===== config.mk =====
export PLATFORM = sky130hd
export DESIGN_NAME = star_wildcard_matcher_unit
export DESIGN_NICKNAME = d
export VERILOG_FILES = /design/src/hw/rtl/swm_pkg.sv /design/src/hw/rtl/swm_pattern_store.sv /design/src/hw/rtl/swm_pos_update.sv /design/src/hw/rtl/star_wildcard_matcher_unit.sv
export VERILOG_INCLUDE_DIRS = /design/src /design/src/hw/rtl
export SDC_FILE = /design/constraint.sdc
export NUM_CORES = 1
export LEC_CHECK = 0
export BUFFER_PORTS_ARGS = -buffer_cell sky130_fd_sc_hd__clkbuf_2
export CORE_MARGIN = 2
export CORE_UTILIZATION = 45
export CTS_CLUSTER_SIZE = 25
export DETAILED_ROUTE_END_ITERATION = 10
export SLEW_MARGIN = 10
export SYNTH_ARGS = -nofsm -noshare
export SYNTH_HDL_FRONTEND = slang
export SYNTH_HIERARCHICAL = 1
export SYNTH_SLANG_ARGS = --single-unit

===== constraint.sdc =====
create_clock -name clk -period 7.25 [get_ports clk]
set_input_delay 0.3625 -clock clk [delete_from_list [all_inputs] [get_ports clk]]
set_output_delay 0.3625 -clock clk [all_outputs]
set_load 0.03 [all_outputs]

===== src/hw/rtl/star_wildcard_matcher_unit_macros.svh =====
// ---------------------------------------------------------------------------
// Star wildcard matcher assertion macros
// Shared concurrent assertion forms, clocked on clk and held off in reset.
// ---------------------------------------------------------------------------
`ifndef STAR_WILDCARD_MATCHER_UNIT_MACROS_SVH
`define STAR_WILDCARD_MATCHER_UNIT_MACROS_SVH

// Same-cycle implication.
`define SWM_ASSERT_IMP(label, ante, cons) \
  label: assert property (@(posedge clk) disable iff (!rst_n) (ante) |-> (cons)) \
    else $error("star wildcard matcher: same-cycle check failed");

// Next-cycle implication.
`define SWM_ASSERT_NXT(label, ante, cons) \
  label: assert property (@(posedge clk) disable iff (!rst_n) (ante) |=> (cons)) \
    else $error("star wildcard matcher: next-cycle check failed");

`endif


===== src/hw/rtl/swm_pkg.sv =====
// ---------------------------------------------------------------------------
// Star wildcard matcher package
// Transaction types, command codes and shared constants.
// ---------------------------------------------------------------------------
`default_nettype none

package swm_pkg;

  localparam int SWM_PATTERN_MAX = 32;

  localparam logic [7:0] STAR_CH = 8'd42;

  localparam logic [1:0] CMD_LOAD = 2'd0;
  localparam logic [1:0] CMD_NAME = 2'd1;
  localparam logic [1:0] CMD_END  = 2'd2;

  typedef struct packed {
    logic [1:0] cmd;
    logic [7:0] ch;
    logic       last;
  } swm_in_t;

  typedef struct packed {
    logic match;
    logic pattern_too_long;
  } swm_out_t;

endpackage

`default_nettype wire


===== src/hw/rtl/swm_pattern_store.sv =====
// ---------------------------------------------------------------------------
// Star wildcard matcher pattern store
// Holds the pattern bytes, the pattern length and the overflow flag.
// ---------------------------------------------------------------------------
`default_nettype none

module swm_pattern_store #(
  parameter int PATTERN_MAX = swm_pkg::SWM_PATTERN_MAX,
  localparam int LEN_W = $clog2(PATTERN_MAX + 1)
) (
  input  wire logic                         clk,
  input  wire logic                         rst_n,
  input  wire logic                         wr_en,
  input  wire swm_pkg::swm_in_t             wr_item,
  output logic [PATTERN_MAX-1:0][7:0]       store,
  output logic [PATTERN_MAX-1:0]            star_mask,
  output logic [PATTERN_MAX-1:0]            pos_valid,
  output logic [LEN_W-1:0]                  len,
  output logic                              overflow
);
  import swm_pkg::*;

  logic [PATTERN_MAX-1:0][7:0] store_r;
  logic [LEN_W-1:0]            len_r, len_nxt;
  logic                        ovf_r, ovf_nxt;
  logic                        start_new_r, start_new_nxt;
  logic [LEN_W-1:0]            base_len;
  logic                        room;

  // A load that opens a new pattern writes from position zero.
  assign base_len = start_new_r ? '0 : len_r;
  assign room     = (base_len < LEN_W'(PATTERN_MAX));

  always_comb begin
    len_nxt       = len_r;
    ovf_nxt       = ovf_r;
    start_new_nxt = start_new_r;
    if (wr_en) begin
      start_new_nxt = wr_item.last;
      if (room) begin
        len_nxt = base_len + LEN_W'(1);
        ovf_nxt = start_new_r ? 1'b0 : ovf_r;
      end else begin
        len_nxt = base_len;
        ovf_nxt = 1'b1;
      end
    end
  end

  always_ff @(posedge clk) begin
    if (!rst_n) begin
      len_r       <= '0;
      ovf_r       <= 1'b0;
      start_new_r <= 1'b1;
    end else begin
      len_r       <= len_nxt;
      ovf_r       <= ovf_nxt;
      start_new_r <= start_new_nxt;
    end
  end

  for (genvar i = 0; i < PATTERN_MAX; i++) begin : g_entry
    always_ff @(posedge clk) begin
      if (wr_en && room && (base_len == LEN_W'(i))) begin
        store_r[i] <= wr_item.ch;
      end
    end
    assign star_mask[i] = (store_r[i] == STAR_CH);
    assign pos_valid[i] = (LEN_W'(i) < len_r);
  end

  assign store    = store_r;
  assign len      = len_r;
  assign overflow = ovf_r;

endmodule

`default_nettype wire


===== src/hw/rtl/swm_pos_update.sv =====
// ---------------------------------------------------------------------------
// Star wildcard matcher position update
// Closes the active position set over stars and steps it by one name byte.
// ---------------------------------------------------------------------------
`default_nettype none

module swm_pos_update #(
  parameter int PATTERN_MAX = swm_pkg::SWM_PATTERN_MAX,
  localparam int LEN_W = $clog2(PATTERN_MAX + 1)
) (
  input  wire logic [PATTERN_MAX:0]          seed,
  input  wire logic [PATTERN_MAX-1:0][7:0]   store,
  input  wire logic [PATTERN_MAX-1:0]        star_mask,
  input  wire logic [PATTERN_MAX-1:0]        pos_valid,
  input  wire logic [LEN_W-1:0]              len,
  input  wire logic [7:0]                    ch,
  output logic [PATTERN_MAX:0]               seed_nxt,
  output logic                               hit
);
  import swm_pkg::*;

  localparam int LVL = $clog2(PATTERN_MAX + 1);

  logic [PATTERN_MAX:0] closed;
  logic [PATTERN_MAX:0] stay;
  logic [PATTERN_MAX:0] fwd;

  // Star closure as a parallel prefix: p marks spans of stars that carry a
  // reached position forward, doubling the span length at each level.
  always_comb begin
    logic [PATTERN_MAX:0] g;
    logic [PATTERN_MAX:0] p;
    g = seed;
    p = {1'b0, star_mask & pos_valid};
    for (int k = 0; k < LVL; k++) begin
      g = g | ((g & p) << (1 << k));
      p = p & (p >> (1 << k));
    end
    closed = g;
  end

  always_comb begin
    stay = '0;
    fwd  = '0;
    for (int i = 0; i < PATTERN_MAX; i++) begin
      stay[i]   = closed[i] & pos_valid[i] & star_mask[i];
      fwd[i+1]  = closed[i] & pos_valid[i] & ~star_mask[i] & (store[i] == ch);
    end
  end

  assign seed_nxt = stay | fwd;
  assign hit      = closed[len];

endmodule

`default_nettype wire


===== src/hw/rtl/star_wildcard_matcher_unit.sv =====
// ---------------------------------------------------------------------------
// Star wildcard matcher unit
// Whole-name match of streamed bytes against a loaded star-only pattern.
// ---------------------------------------------------------------------------
// The block takes one transaction per cycle while in_stall is low: a pattern
// byte, a name byte or an end of name. Each accepted transaction lands in an
// input register and updates the pattern store and the active position set
// from there when it advances, so an end of name passes the input register
// and then the output register before its verdict shows on out_valid. All
// pattern positions are compared against the name byte in parallel and the
// star closure is a prefix network of ceil(log2(PATTERN_MAX+1)) levels.
// The input register keeps taking transactions while a verdict waits in the
// output register; only an end of name behind a stalled verdict holds off.
`default_nettype none

`include "star_wildcard_matcher_unit_macros.svh"

module star_wildcard_matcher_unit #(
  parameter int PATTERN_MAX = swm_pkg::SWM_PATTERN_MAX
) (
  input  wire logic              clk,
  input  wire logic              rst_n,
  input  wire logic              in_valid,
  output logic                   in_stall,
  input  wire swm_pkg::swm_in_t  in_data,
  output logic                   out_valid,
  input  wire logic              out_stall,
  output swm_pkg::swm_out_t      out_data
);
  import swm_pkg::*;

  localparam int LEN_W = $clog2(PATTERN_MAX + 1);

  swm_in_t                     in_r;
  logic                        in_vld_r;
  logic                        adv;
  logic                        is_end;
  logic                        in_accept;

  logic [PATTERN_MAX:0]        seed_r;
  logic [PATTERN_MAX:0]        seed_nxt;
  logic [PATTERN_MAX:0]        step_seed;
  logic                        hit;

  logic [PATTERN_MAX-1:0][7:0] store;
  logic [PATTERN_MAX-1:0]      star_mask;
  logic [PATTERN_MAX-1:0]      pos_valid;
  logic [LEN_W-1:0]            len;
  logic                        overflow;

  swm_out_t                    out_data_r;
  logic                        out_vld_r;

  assign is_end    = (in_r.cmd == CMD_END);
  assign adv       = in_vld_r && !(is_end && out_vld_r && out_stall);
  assign in_stall  = in_vld_r && !adv;
  assign in_accept = in_valid && !in_stall;

  swm_pattern_store #(.PATTERN_MAX(PATTERN_MAX)) u_store (
    .clk       (clk),
    .rst_n     (rst_n),
    .wr_en     (adv && (in_r.cmd == CMD_LOAD)),
    .wr_item   (in_r),
    .store     (store),
    .star_mask (star_mask),
    .pos_valid (pos_valid),
    .len       (len),
    .overflow  (overflow)
  );

  swm_pos_update #(.PATTERN_MAX(PATTERN_MAX)) u_update (
    .seed      (seed_r),
    .store     (store),
    .star_mask (star_mask),
    .pos_valid (pos_valid),
    .len       (len),
    .ch        (in_r.ch),
    .seed_nxt  (step_seed),
    .hit       (hit)
  );

  // The seed is kept before star closure, so a restart is just position zero
  // and the closure is applied against whatever pattern is current.
  always_comb begin
    seed_nxt = seed_r;
    if (adv) begin
      case (in_r.cmd)
        CMD_LOAD: seed_nxt = (PATTERN_MAX + 1)'(1);
        CMD_NAME: seed_nxt = step_seed;
        CMD_END:  seed_nxt = (PATTERN_MAX + 1)'(1);
        default:  seed_nxt = seed_r;
      endcase
    end
  end

  always_ff @(posedge clk) begin
    if (!rst_n) begin
      in_vld_r  <= 1'b0;
      out_vld_r <= 1'b0;
      seed_r    <= (PATTERN_MAX + 1)'(1);
    end else begin
      seed_r <= seed_nxt;
      if (in_accept) begin
        in_vld_r <= 1'b1;
      end else if (adv) begin
        in_vld_r <= 1'b0;
      end
      if (adv && is_end) begin
        out_vld_r <= 1'b1;
      end else if (!out_stall) begin
        out_vld_r <= 1'b0;
      end
    end
  end

  always_ff @(posedge clk) begin
    if (in_accept) begin
      in_r <= in_data;
    end
    if (adv && is_end) begin
      out_data_r.match            <= hit && !overflow;
      out_data_r.pattern_too_long <= overflow;
    end
  end

  assign out_valid = out_vld_r;
  assign out_data  = out_data_r;

  `SWM_ASSERT_NXT(a_end_gives_verdict, adv && is_end, out_vld_r && (out_data_r.match == $past(hit && !overflow)))
  `SWM_ASSERT_IMP(a_overflow_no_match, out_vld_r, !(out_data_r.match && out_data_r.pattern_too_long))
  `SWM_ASSERT_IMP(a_no_overwrite, out_vld_r && out_stall, !(adv && is_end))
  `SWM_ASSERT_IMP(a_len_in_range, 1'b1, len <= LEN_W'(PATTERN_MAX))

endmodule

`default_nettype wire

Word level (Yosys, flattened, before mapping) --
Index checks and enable logic that the tools add are counted.
Operators by class: add/subtract/negate cells 1, $lt $le $gt $ge 34, equality and inequality tests 99, multiplexer cells 11, bitwise gates (word level) 179, reductions and logical operators 52
Operators with widths (count):
- equality test 8 x 6 -> 1 bit (second input constant) | 32
- equality test 8 bit | 32
- bitwise OR 33 bit | 6
- bitwise AND 1 bit | 130
- equality test 6 x 5 -> 1 bit (second input constant) | 16
- < comparator 5 x 6 -> 1 bit (first input constant) | 16
- one-hot mux 33 bit (2 select lines) | 1
- bitwise AND 32 bit | 2
- bitwise AND 31 bit | 2
- bitwise AND 29 bit | 2
- bitwise AND 25 bit | 2
- equality test 6 x 4 -> 1 bit (second input constant) | 8
- < comparator 4 x 6 -> 1 bit (first input constant) | 8
- logical AND 1 bit | 41
- bitwise AND 17 bit | 2
- bitwise OR 32 x 33 -> 33 bit | 1
- NOT 1 bit | 32
- equality test 6 x 3 -> 1 bit (second input constant) | 4
- < comparator 3 x 6 -> 1 bit (first input constant) | 4
- equality test 6 x 2 -> 1 bit (second input constant) | 2
- < comparator 1 x 6 -> 1 bit (first input constant) | 2
- < comparator 2 x 6 -> 1 bit (first input constant) | 2
- 2-to-1 mux 6 bit | 2
- < comparator 6 x 7 -> 1 bit (second input constant) | 1
- 14 further kinds | 26
Storage, ports and cells: flip-flop bits (word level) 312, input bits 15, output and inout port bits 4, logic and storage cells 419

Longest topological paths before layout --
depth after elaboration 19, gate-level depth with buffers 16, mapped depth without buffers 15

Cells and area by module --
Netlist, hierarchy kept.
By module, submodules not included:
- swm_pattern_store | instances 1, cells an instance 503, area each 9384.0 µm², seq. area each 7847.5 µm²
- swm_pos_update | instances 1, cells an instance 668, area each 4680.7 µm², seq. area each 0.0 µm²
- star_wildcard_matcher_unit | instances 1, cells an instance 180, area each 2299.7 µm², seq. area each 1091.0 µm²

Worst setup path before layout --
Ideal clock, no wire load.
path type register to register, from register u_store.len_r[2] (netlist: u_store/len[2]), to register out_data_r (netlist bit out_data[1]) (data pin), setup time 0.140 ns, data arrival time 3.596 ns, data required time 7.110 ns, slack 3.515 ns, stages on the path, launching flop included 16, buffers on the path 2, period minus slack after synthesis 3.735 ns, cell sequence dfxtp_1 > clkbuf_1 > clkbuf_1 > nand2_1 > o21ai_0 > nand4_1 > nor3_1 > nand2_1 > a2111oi_4 > o2111ai_2 > a211oi_2 > o21a_1 > a21oi_1 > or3_1 > o211ai_2 > nor2b_1
On the way: elaborated cells on any way between the ends 53, classes of those cells order compare: 32; mux: 2; bitwise: 18; reduce/logical: 1
RTL lines:
- start: declaration | line swm_pattern_store.sv:24 | logic [LEN_W-1:0] len_r, len_nxt;
- start signal: assignment | line swm_pattern_store.sv:56 | len_r <= len_nxt;
- < comparator 4 x 6 -> 1 bit (*) | line swm_pattern_store.sv:69 | assign pos_valid[i] = (LEN_W'(i) < len_r);
- net pos_valid[12] | line star_wildcard_matcher_unit.sv:47 | logic [PATTERN_MAX-1:0] pos_valid;
- bitwise AND 32 bit (*) | line swm_pos_update.sv:34 | p = {1'b0, star_mask & pos_valid};
- bitwise AND 32 bit | line swm_pos_update.sv:36 | g = g | ((g & p) << (1 << k));
- bitwise OR 33 bit | line swm_pos_update.sv:36
- bitwise AND 31 bit | line swm_pos_update.sv:36
- bitwise OR 33 bit | line swm_pos_update.sv:36
- bitwise AND 29 bit | line swm_pos_update.sv:36
- bitwise OR 33 bit | line swm_pos_update.sv:36
- bitwise AND 25 bit | line swm_pos_update.sv:36
- bitwise OR 33 bit (2 in series) | line swm_pos_update.sv:36
- bitwise OR 33 bit (*) | line swm_pos_update.sv:36
- binary-select mux 1 bit (select 6 bit) (*) | line swm_pos_update.sv:52 | assign hit = closed[len];
- 2-to-1 mux 1 bit (not written as such) (*) | line swm_pos_update.sv:52
- net hit | line star_wildcard_matcher_unit.sv:43 | logic hit;
- logical AND 1 bit (*) | line star_wildcard_matcher_unit.sv:121 | out_data_r.match <= hit && !overflow;
- end: declaration | line star_wildcard_matcher_unit.sv:51 | swm_out_t out_data_r;
The timed path passes the listed nets; every way through them passes the cells marked *. The select of a mux whose other input is x is not followed. A chain may end at the register's enable or synchronous reset.

Final worst setup path --
from register u_store.len_r[5] (netlist: u_store/len[5]), to register out_data_r (netlist bit out_data[1]) (data pin)
On the way: elaborated cells on any way between the ends 53, classes of those cells order compare: 32; mux: 2; bitwise: 18; reduce/logical: 1
RTL lines (line):
- < comparator 3 x 6 -> 1 bit (*) | swm_pattern_store.sv:69
- net pos_valid[4] | star_wildcard_matcher_unit.sv:47
- bitwise AND 32 bit (*) | swm_pos_update.sv:34
- bitwise AND 32 bit | swm_pos_update.sv:36
- bitwise OR 33 bit | swm_pos_update.sv:36
- bitwise AND 31 bit | swm_pos_update.sv:36
- bitwise OR 33 bit | swm_pos_update.sv:36
- bitwise AND 29 bit / bitwise OR 33 bit (equally long branches) | swm_pos_update.sv:36
- bitwise OR 33 bit / bitwise AND 25 bit (equally long branches) | swm_pos_update.sv:36
- bitwise AND 25 bit / bitwise OR 33 bit (equally long branches) | swm_pos_update.sv:36
- bitwise OR 33 bit / bitwise AND 17 bit (equally long branches) | swm_pos_update.sv:36
- bitwise OR 33 bit | swm_pos_update.sv:36
- bitwise OR 33 bit (*) | swm_pos_update.sv:36
- binary-select mux 1 bit (select 6 bit) (*) | swm_pos_update.sv:52
- 2-to-1 mux 1 bit (not written as such) (*) | swm_pos_update.sv:52
- net hit | star_wildcard_matcher_unit.sv:43
- logical AND 1 bit (*) | star_wildcard_matcher_unit.sv:121
Marks and branches as above.

==> results by group <==
Status
  – Status: complete, no violations

Synth
  – Post-Syn Instances: 1351
  – Async set-or-reset flop fraction in the synthesized netlist: 0%
  – Sequential area share after synthesis: 54.6%
  – Yosys warns: 6
  – Ys flop type: edfxtp_1
  – EDFF count, synth: 269
  – Yosys cell types: 79
  – Mapped Nets: 1366
  – Synth Register Bits: 312
  – Synthesized area per cell: 12.1 um2
  – Synthesized area: 16400 um2

Timing
  – RSZ-0062 raised after global routing: no
  – Tightest Pin Transition: 1210 ps
  – Fin crit period: 4730 ps
  – Fin Setup TNS: 0 ps
  – Upper clock frequency limit: 0.211 GHz
  – Finish-stage setup viols: 0
  – Final Skew: 29.7 ps
  – Final Hold Viols: 0
  – Slew Limit Fails: 0
  – Final Cycle Share: 65.3%
  – Rel. slew slack: 18.7%
  – Worst hold slack: 20.4 ps

Drt
  – Iteration-0 DRC Markers: 1076
  – DRT antenna net count: 0
  – Average vias per placed instance: 5.90
  – Routed WL per cell: 21.6 um
  – Drt drc: 0
  – Routed WL: 40100 um
  – Vias: 11.0k
  – Drt pass-1 iters: 6

Pwr
  – LEAKAGE: 5.66 nW
  – Pwr per Cell Area: 218 nW/um2
  – Peak VDD IR: 0.126 mV

Cells and area
  – Multi-input logic area: 6950 um2
  – Non-Filler Instances: 1856
  – Filler Cell Count: 3169
  – Most frequent cells in the layout: edfxtp_1 (269), xnor2_1 (135), xor2_1 (121)
  – Share of post-route cells with drive strength above 1: 13.7%
  – Fin nets: 1384
  – Reg area: 8940 um2
  – Leading cell type in the layout, fill and taps excluded: edfxtp_1
  – Antenna Cells: 0
  – Area Overhead vs Synth: 10.3%

Worst hold path
  – Hold crit path type: in -> reg

Worst setup path
  – CP max FO: 32
  – Startpoint types: flop
  – Required @ worst endpoint: 7530 ps
  – Critical path type: reg -> reg
  – Crit path DAT: 5010 ps
  – Worst setup EP type: flop

GRT
  – Overall Global Routing Usage: 21.4%
  – First-pass GRT wire length: 63700 um
  – Vias in the first global route: 11.0k
  – GR Overflow Total: 0
  – Initial antenna violation count: 0
  – Largest net degree at the start of global routing: 41

Clocking
  – Longest Clk Path Bufs: 3
  – CTS buffer count: 36
  – Clock latency on the worst-skew pair: 530 ps
  – Setup Buffers After CTS: 0
  – PostCTS Resize Cnt: 0
  – Root Driver: clkbuf_16
  – CTS tree: built
  – H-tree level count: 2
  – CTS sink cnt: 312
  – Reg clk slew, reported paths: 60 ps

Placement
  – Final GP Congestion: 0.949
  – Port Buffers: 18
  – Post-DP HPWL: 26800 um
  – Dpl cells: 1787

Job
  – Max cap viols: 0

Floorplanning
  – Row Count: 69
  – Core area: 35700 um2
  – Ports: 19
  – Die Y: 195 um
  – Initial Util: 45.9%
  – Die Span X: 195 um
  – Die area: 37900 um2
==> metrics by stage <==
step	instance area [um2]	util, %	power [mW]	worst slack, ps
finish	18000	50.6	3.94	2520
floorplan	16400	-	2.12	3510
global route	18000	50.6	4.08	2130
detailed placement	16800	47.1	2.17	2620
CTS	18000	50.6	3.98	2600
global placement	16800	47.1	2.17	2730
==> metal layers <==
metal	wire, um	up-vias	track usage (%)
met3	2060	72	3.45
met2	18100	319	33.5
met5	0	-	0
met4	1060	0	6.61
met1	18900	5427	30.5
li1	-	5133	-
==> sequential cells by signal, indices dropped and copies added, names as in the netlist <==
register and count:
out_data 2, in_vld_r 1, u_store/store 256, u_store/start_new_r 1, out_valid 1, u_store/overflow 1, u_store/len 6, seed_r 33
in_r 11
==> kinds of logic (layout without fill, tap and decap cells) <==
group           count (synthesis)  count (layout)  synth area share (%)
compound gates                240             240                  12.3
buf+inv                        83             127                  3.05
flops                         312             312                  54.6
xor+xnor                      256             256                  13.7
simple gates                  460             460                  16.3
==> repair_timing <==
item                       in CTS  in global routing
hold buffers                    5                  0
setup endpoints to repair       0                  0
hold endpoints to repair        5                  0
==> where the power goes <==
part	internal [mW]	switching, mW	leakage, nW
combinational	0.0606	0.117	2.30
clock	1.09	0.709	0.583
sequential	1.95	0.00344	2.77
total	3.11	0.830	5.66
==> synth_stat cells (13+ instances only) <==
master / count / area share (%)
a21boi_2: 30 / 2.1
a21oi_1: 28 / 0.86
a31oi_1: 23 / 0.88
and4b_1: 32 / 2.0
buf_1: 17 / 0.39
clkbuf_1: 34 / 0.78
dfxtp_1: 43 / 5.3
edfxtp_1: 269 / 49
inv_1: 13 / 0.30
nand2_1: 111 / 2.5
nand2b_1: 15 / 0.57
nand3_1: 20 / 0.61
nand4_1: 39 / 1.5
nand4b_1: 19 / 1.0
nor2_1: 95 / 2.2
nor3_1: 22 / 0.67
nor4_1: 32 / 1.2
nor4bb_1: 32 / 2.0
o211ai_2: 31 / 2.4
o21ai_0: 23 / 0.70
o21bai_1: 14 / 0.64
o22ai_1: 16 / 0.61
xnor2_1: 135 / 7.2
xor2_1: 121 / 6.5
==> path summary, 6_finish.rpt <==
kind	start	to	slack [ps]	cells after the start
setup reg to reg	u_store/len[5]	out_data[1]	2520	13
setup / recovery	u_store/len[5]	out_data[1]	2520	13
hold / removal	in_data[2]	in_r[2]	20	1
hold reg to reg	seed_r[28]	seed_r[28]	470	2
==> area by class of cell <==
| class | count | share of cell area (%) |
|---|---|---|
| Clock buffer | 46 | 5.60 |
| Clock inverter | 18 | 0.991 |
| Inverter | 13 | 0.270 |
| Multi-Input combinational cell | 956 | 38.5 |
| Sequential cell | 312 | 49.5 |
| Tap cell | 461 | 3.20 |
| Timing Repair Buffer | 50 | 1.90 |
==> critical path, stage by stage, from the launching register on <==
cell	delay (ps)
dfxtp_1	630
nor3_1	910
nand2_1	310
a311oi_2	410
o31ai_4	130
a31oi_4	280
a21oi_1	260
o21ai_1	320
o22ai_1	130
a2111oi_1	590
nor4_1	140
o211ai_1	130
o211ai_2	100
nor2b_1	130
(Power assumes the default switching activity.)
